<file path="src/design/fsmd_pkg.sv">
// Shared types and constants for the 1 bpp Floyd-Steinberg dither block.
// No dependencies; used by every module of the block but fsmd_scale.
`timescale 1ns / 1ps

package fsmd_pkg;

    localparam int MAX_WIDTH = 4096;
    localparam int COL_W     = $clog2(MAX_WIDTH);
    localparam int ERR_W     = 10;

    // configuration register indexes
    localparam logic [2:0] REG_ROW_WIDTH   = 3'd0;
    localparam logic [2:0] REG_BPP         = 3'd1;
    localparam logic [2:0] REG_RED_SHIFT   = 3'd2;
    localparam logic [2:0] REG_GREEN_SHIFT = 3'd3;
    localparam logic [2:0] REG_BLUE_SHIFT  = 3'd4;
    localparam logic [2:0] REG_RED_MAX     = 3'd5;
    localparam logic [2:0] REG_GREEN_MAX   = 3'd6;
    localparam logic [2:0] REG_BLUE_MAX    = 3'd7;

    typedef struct packed {
        logic [12:0] row_width;
        logic [2:0]  bytes_per_pixel;
        logic [4:0]  red_shift;
        logic [4:0]  green_shift;
        logic [4:0]  blue_shift;
        logic [15:0] red_max;
        logic [15:0] green_max;
        logic [15:0] blue_max;
    } cfg_t;

    // raw masked channel fields of one pixel
    typedef struct packed {
        logic [15:0] red;
        logic [15:0] green;
        logic [15:0] blue;
        logic        rect_start;
    } item_t;

    typedef struct packed {
        logic [7:0] packed_byte;
        logic       row_end;
    } result_t;

    typedef enum logic [2:0] {
        ST_IDLE,
        ST_SCALE,
        ST_LUMA,
        ST_DITHER,
        ST_FLUSH,
        ST_EMIT
    } back_state_t;

endpackage

</file>
<file path="src/design/fsmd_front.sv">
// Front end: configuration registers, pixel intake, field extraction and a
// two-entry item queue toward the back end. Depends on fsmd_pkg.
`timescale 1ns / 1ps

module fsmd_front (
    input  logic                clk,
    input  logic                rst_n,
    input  logic                cfg_valid,
    output logic                cfg_ready,
    input  logic [2:0]          cfg_index,
    input  logic [15:0]         cfg_data,
    output fsmd_pkg::cfg_t      cfg,
    input  logic                push,
    output logic                full,
    input  logic [31:0]         pixel_word,
    input  logic                rect_start,
    output fsmd_pkg::item_t     item,
    output logic                item_empty,
    input  logic                item_pop
);

    fsmd_pkg::cfg_t  cfg_reg;
    fsmd_pkg::item_t q_reg [2];
    logic            wr_ptr_reg, rd_ptr_reg;
    logic [1:0]      count_reg;
    logic [31:0]     word_m;
    logic [31:0]     red_sh, green_sh, blue_sh;
    fsmd_pkg::item_t new_item;
    logic            do_push, do_pop;

    assign cfg_ready = 1'b1;
    assign cfg       = cfg_reg;

    always_ff @(posedge clk or negedge rst_n)
    begin
        if (!rst_n)
        begin
            cfg_reg.row_width       <= 13'd1;
            cfg_reg.bytes_per_pixel <= 3'd4;
            cfg_reg.red_shift       <= 5'd16;
            cfg_reg.green_shift     <= 5'd8;
            cfg_reg.blue_shift      <= 5'd0;
            cfg_reg.red_max         <= 16'd255;
            cfg_reg.green_max       <= 16'd255;
            cfg_reg.blue_max        <= 16'd255;
        end
        else if (cfg_valid)
        begin
            unique case (cfg_index)
                fsmd_pkg::REG_ROW_WIDTH:   cfg_reg.row_width       <= cfg_data[12:0];
                fsmd_pkg::REG_BPP:         cfg_reg.bytes_per_pixel <= cfg_data[2:0];
                fsmd_pkg::REG_RED_SHIFT:   cfg_reg.red_shift       <= cfg_data[4:0];
                fsmd_pkg::REG_GREEN_SHIFT: cfg_reg.green_shift     <= cfg_data[4:0];
                fsmd_pkg::REG_BLUE_SHIFT:  cfg_reg.blue_shift      <= cfg_data[4:0];
                fsmd_pkg::REG_RED_MAX:     cfg_reg.red_max         <= cfg_data;
                fsmd_pkg::REG_GREEN_MAX:   cfg_reg.green_max       <= cfg_data;
                fsmd_pkg::REG_BLUE_MAX:    cfg_reg.blue_max        <= cfg_data;
                default: ;
            endcase
        end
    end

    always_comb
    begin
        if (cfg_reg.bytes_per_pixel == 3'd1)
            word_m = pixel_word & 32'h0000_00FF;
        else if (cfg_reg.bytes_per_pixel == 3'd2)
            word_m = pixel_word & 32'h0000_FFFF;
        else
            word_m = pixel_word;
        red_sh   = word_m >> cfg_reg.red_shift;
        green_sh = word_m >> cfg_reg.green_shift;
        blue_sh  = word_m >> cfg_reg.blue_shift;
        new_item.red        = red_sh[15:0] & cfg_reg.red_max;
        new_item.green      = green_sh[15:0] & cfg_reg.green_max;
        new_item.blue       = blue_sh[15:0] & cfg_reg.blue_max;
        new_item.rect_start = rect_start;
    end

    assign full       = (count_reg == 2'd2);
    assign item_empty = (count_reg == 2'd0);
    assign item       = q_reg[rd_ptr_reg];
    assign do_push    = push && !full;
    assign do_pop     = item_pop && !item_empty;

    always_ff @(posedge clk)
    begin
        if (do_push)
            q_reg[wr_ptr_reg] <= new_item;
    end

    always_ff @(posedge clk or negedge rst_n)
    begin
        if (!rst_n)
        begin
            wr_ptr_reg <= 1'b0;
            rd_ptr_reg <= 1'b0;
            count_reg  <= 2'd0;
        end
        else
        begin
            if (do_push)
                wr_ptr_reg <= ~wr_ptr_reg;
            if (do_pop)
                rd_ptr_reg <= ~rd_ptr_reg;
            if (do_push && !do_pop)
                count_reg <= count_reg + 2'd1;
            else if (do_pop && !do_push)
                count_reg <= count_reg - 2'd1;
        end
    end

endmodule

</file>
<file path="config.mk">
export PLATFORM = sky130hd
export DESIGN_NAME = fsmd_front
export DESIGN_NICKNAME = d
export VERILOG_FILES = /design/src/design/fsmd_pkg.sv /design/src/design/fsmd_front.sv
export SDC_FILE = /design/constraint.sdc
export NUM_CORES = 1
export LEC_CHECK = 0
export ABC_AREA = 1
export BUFFER_PORTS_ARGS = -buffer_cell sky130_fd_sc_hd__buf_2
export CAP_MARGIN = 20
export CELL_PAD_IN_SITES_DETAIL_PLACEMENT = 2
export CELL_PAD_IN_SITES_GLOBAL_PLACEMENT = 2
export CORE_MARGIN = 3
export CORE_UTILIZATION = 32
export DETAILED_ROUTE_END_ITERATION = 10
export PLACE_DENSITY = 0.91
export SLEW_MARGIN = 20
export SYNTH_ARGS = -nofsm -noshare
export SYNTH_HDL_FRONTEND = slang
export SYNTH_SLANG_ARGS = --single-unit
export TNS_END_PERCENT = 20
</file>
<file path="constraint.sdc">
create_clock -name clk -period 3.5 [get_ports clk]
set_input_delay 1.05 -clock clk [delete_from_list [all_inputs] [get_ports clk]]
set_output_delay 1.05 -clock clk [all_outputs]
set_load 0.01 [all_outputs]
</file>
==> out/results.md <==
* final critical-path setup slack: 0.364 ns
* flip-flop cell with the highest count after synthesis: sky130_fd_sc_hd__edfxtp_1
* Post-Place Setup Slack: 0.478 ns
* final setup violating endpoints: 0
* number of nets produced by synthesis: 1800
* via density per instance: 5.76
* cells after synthesis: 1742
* shortest clock period the worst path allows after layout: 3.14 ns
* Final GP Congestion: 0.913
* Worst IR Drop VDD: 0.000426 V
* distinct cell type count after synthesis: 33
* pin count of the biggest net entering global routing: 55
* number of enable flip-flop cells after synthesis: 98
* clock edge transition at the registers on the reported setup and hold paths: 0.08 ns
* Worst R2R Path Depth: 10
* cells along the critical path: nor2_2 -> nand2_4 -> nand3_1 -> nand2_1 -> nand3_1 -> nand3_1 -> nand3_1 -> nand2_1 -> nand2_1 -> nor2_1
* cell area power density: 760 nW/um2
* top area cells in the synthesized netlist: sky130_fd_sc_hd__edfxtp_1, sky130_fd_sc_hd__nand2_1, sky130_fd_sc_hd__nand3_1, sky130_fd_sc_hd__dfrtp_1, sky130_fd_sc_hd__dfstp_2
* placed wire-length estimate: 42500 um
* Area Growth Syn to Fin: 15.9%
* Max transition margin: 0.275
* slew at the pin closest to its max-slew limit: 1.09 ns
* number of storage elements in the synthesis netlist: 181
* commonest cells after routing, fill and taps aside: sky130_fd_sc_hd__nand2_1, sky130_fd_sc_hd__nand3_1, sky130_fd_sc_hd__buf_2, sky130_fd_sc_hd__nor2_1, sky130_fd_sc_hd__edfxtp_1
* setup repair after global routing missed its margin: no
* number of antenna-violating nets in the routed design: 0
* number of buffers on the longest clock path: 2
* IO Pins: 188
* data arrival time of the critical path: 3.41 ns
* count of endpoints failing hold in the final timing report: 0
* post-cts resize count: 0
* gr usage total: 0.291
* highest clock frequency the design can meet: 319 MHz
* drt pass-1 iters: 5
* core area: 36800 um2
* share of cells above drive strength 1: 0.167
* flip-flop count of the largest register, all copies and words added: 98
* CTS tree: yes
* H-tree Lvls: 4
* sequential area share after synthesis: 0.422
* Crit Path Max Fanout: 54
* Remaining Overflow, GRT: 0
* Cells on Worst Hold Path: 2
* area fraction of the dominant cell type after synthesis: 0.246
* WP data required: 3.78 ns
* final layout net count: 1917
* global-route wire length before repair: 87500 um
* number of antenna violations at the first check in global routing: 3
* run status: finished clean
* largest area contributor in the netlist: sky130_fd_sc_hd__edfxtp_1
* Worst Hold Slack: 0.488 ns
* clk_lat worst skew: 0.46 ns
* clock sink total: 181
* warnings from Yosys: 0
* most common library cell in the layout ignoring fill and taps: sky130_fd_sc_hd__nand2_1
* category of the worst setup path capture point: register
* cts-stage hold buffer count: 0
* starting DRC count in detailed routing: 1011
* number of buffers inserted to repair setup after CTS: 0
* area of the mapped netlist: 12000 um2
* number of buffers added by the clock tree synthesis step: 17
* Worst path most repeated cell: sky130_fd_sc_hd__nand3_1
* Pins Over Slew Limit: 0
* Non-Filler Cell Area, Final: 13900 um2
* Routed Wire Length: 58300 um
* vias in the first global route: 14377
* DIE AREA: 39800 um2
* starting utilization of the core area: 0.326
* Leak Pwr: 6.71 nW
* Worst Clk Skew: 0.0184 ns
* class of the tightest hold or removal check: reg -> reg
* synthesized area per cell: 6.88 um2
* # port buffers: 186
* die span in x: 200 um
* fin crit share: 0.896
* total DRC errors in the routed layout: 0
* routed length per instance: 24.9 um
* total design power: 10.6 mW
* Synth async-reset ratio: 0.459
* number of max-capacitance violations reported: 0
* maximum single-stage delay on the critical path: 0.69 ns
* aggregate negative setup slack: 0 ns
* type of the worst setup path: reg -> reg
* via count of the routed design: 13473
* count of standard-cell rows: 70
* die height: 200 um
* placed inst area: 13300 um2
* CTS Root Cell: sky130_fd_sc_hd__clkbuf_16
* master of the slowest instance on the critical path: sky130_fd_sc_hd__nand3_1
* kind of launch point of the worst setup path: register
==> per-layer routing <==
metal,up-vias,GRT usage,wire length [um]
met5,-,0,0
met2,469,0.485,27500
met4,0,0.137,2840
li1,6077,-,-
met3,152,0.0599,3590
met1,6775,0.364,24400
==> cell usage after synthesis (20+ instances only) <==
cell type and instances:
sky130_fd_sc_hd__inv_1 63, sky130_fd_sc_hd__nand2_1 611, sky130_fd_sc_hd__a21oi_1 55, sky130_fd_sc_hd__clkbuf_1 72, sky130_fd_sc_hd__nand4_1 32, sky130_fd_sc_hd__dfstp_2 28
sky130_fd_sc_hd__dfrtp_1 55, sky130_fd_sc_hd__edfxtp_1 98, sky130_fd_sc_hd__buf_1 23, sky130_fd_sc_hd__buf_2 20, sky130_fd_sc_hd__o21ai_0 96, sky130_fd_sc_hd__nand3_1 396
sky130_fd_sc_hd__nor2_1 116
==> through the flow <==
step / instances / util
floorplan: 1742 / -
global placement: 2308 / 0.361
detailed placement: 2308 / 0.361
CTS: 2340 / 0.377
global route: 2340 / 0.377
finish: 2341 / 0.378
==> critical path, delay by kind of cell, from the launching register on <==
kind,cells,cell delay [ns]
simple gates,10,2.36
flops,1,0.58
==> final timing paths <==
path,from,end,slack [ns]
worst min register to register,cfg[67]$_DFFE_PN0P_,cfg[67]$_DFFE_PN0P_,0.49
min in group asynchronous,rst_n,cfg[30]$_DFFE_PN0P_,0.62
worst max register to register,cfg[65]$_DFFE_PN1P_,q_reg[1][42]$_DFFE_PP_,0.36
max in group asynchronous,rst_n,cfg[56]$_DFFE_PN1P_,2.15
worst min-delay path,cfg[67]$_DFFE_PN0P_,cfg[67]$_DFFE_PN0P_,0.49
worst max-delay path,cfg[65]$_DFFE_PN1P_,q_reg[1][42]$_DFFE_PP_,0.36
==> report_power, final <==
group | internal (mW) | total, mW | switching (mW) | leakage (nW)
Sequential | 2.95 | 3.31 | 0.361 | 1.91
Combinational | 1.51 | 5.22 | 3.71 | 4.51
Clock | 1.05 | 2.02 | 0.971 | 0.295
Total | 5.51 | 10.6 | 5.04 | 6.71
==> final cells by class <==
cell class | count | area (um2)
clock inverters | 11 | 98.8
inverters | 72 | 270
diodes | 1 | 2.50
clock buffers | 21 | 497
flip-flops and latches | 181 | 5060
well taps | 468 | 586
repair buffers | 219 | 1210
multi-input cells | 1368 | 6170
fillers | 4467 | 22900
==> cell families (layout without fill, tap and decap cells) <==
| logic type | count (synthesis) | in the layout | synth area share |
|---|---|---|---|
| flops | 181 | 181 | 0.422 |
| fa+ha+maj | 1 | 1 | 0.00104 |
| compound gates | 177 | 177 | 0.0786 |
| xor+xnor | 3 | 3 | 0.00219 |
| buf+inv | 193 | 323 | 0.0650 |
| other cells | 1 | 2 | 0.000313 |
| simple gates | 1186 | 1186 | 0.431 |
(Power assumes the default switching activity.)
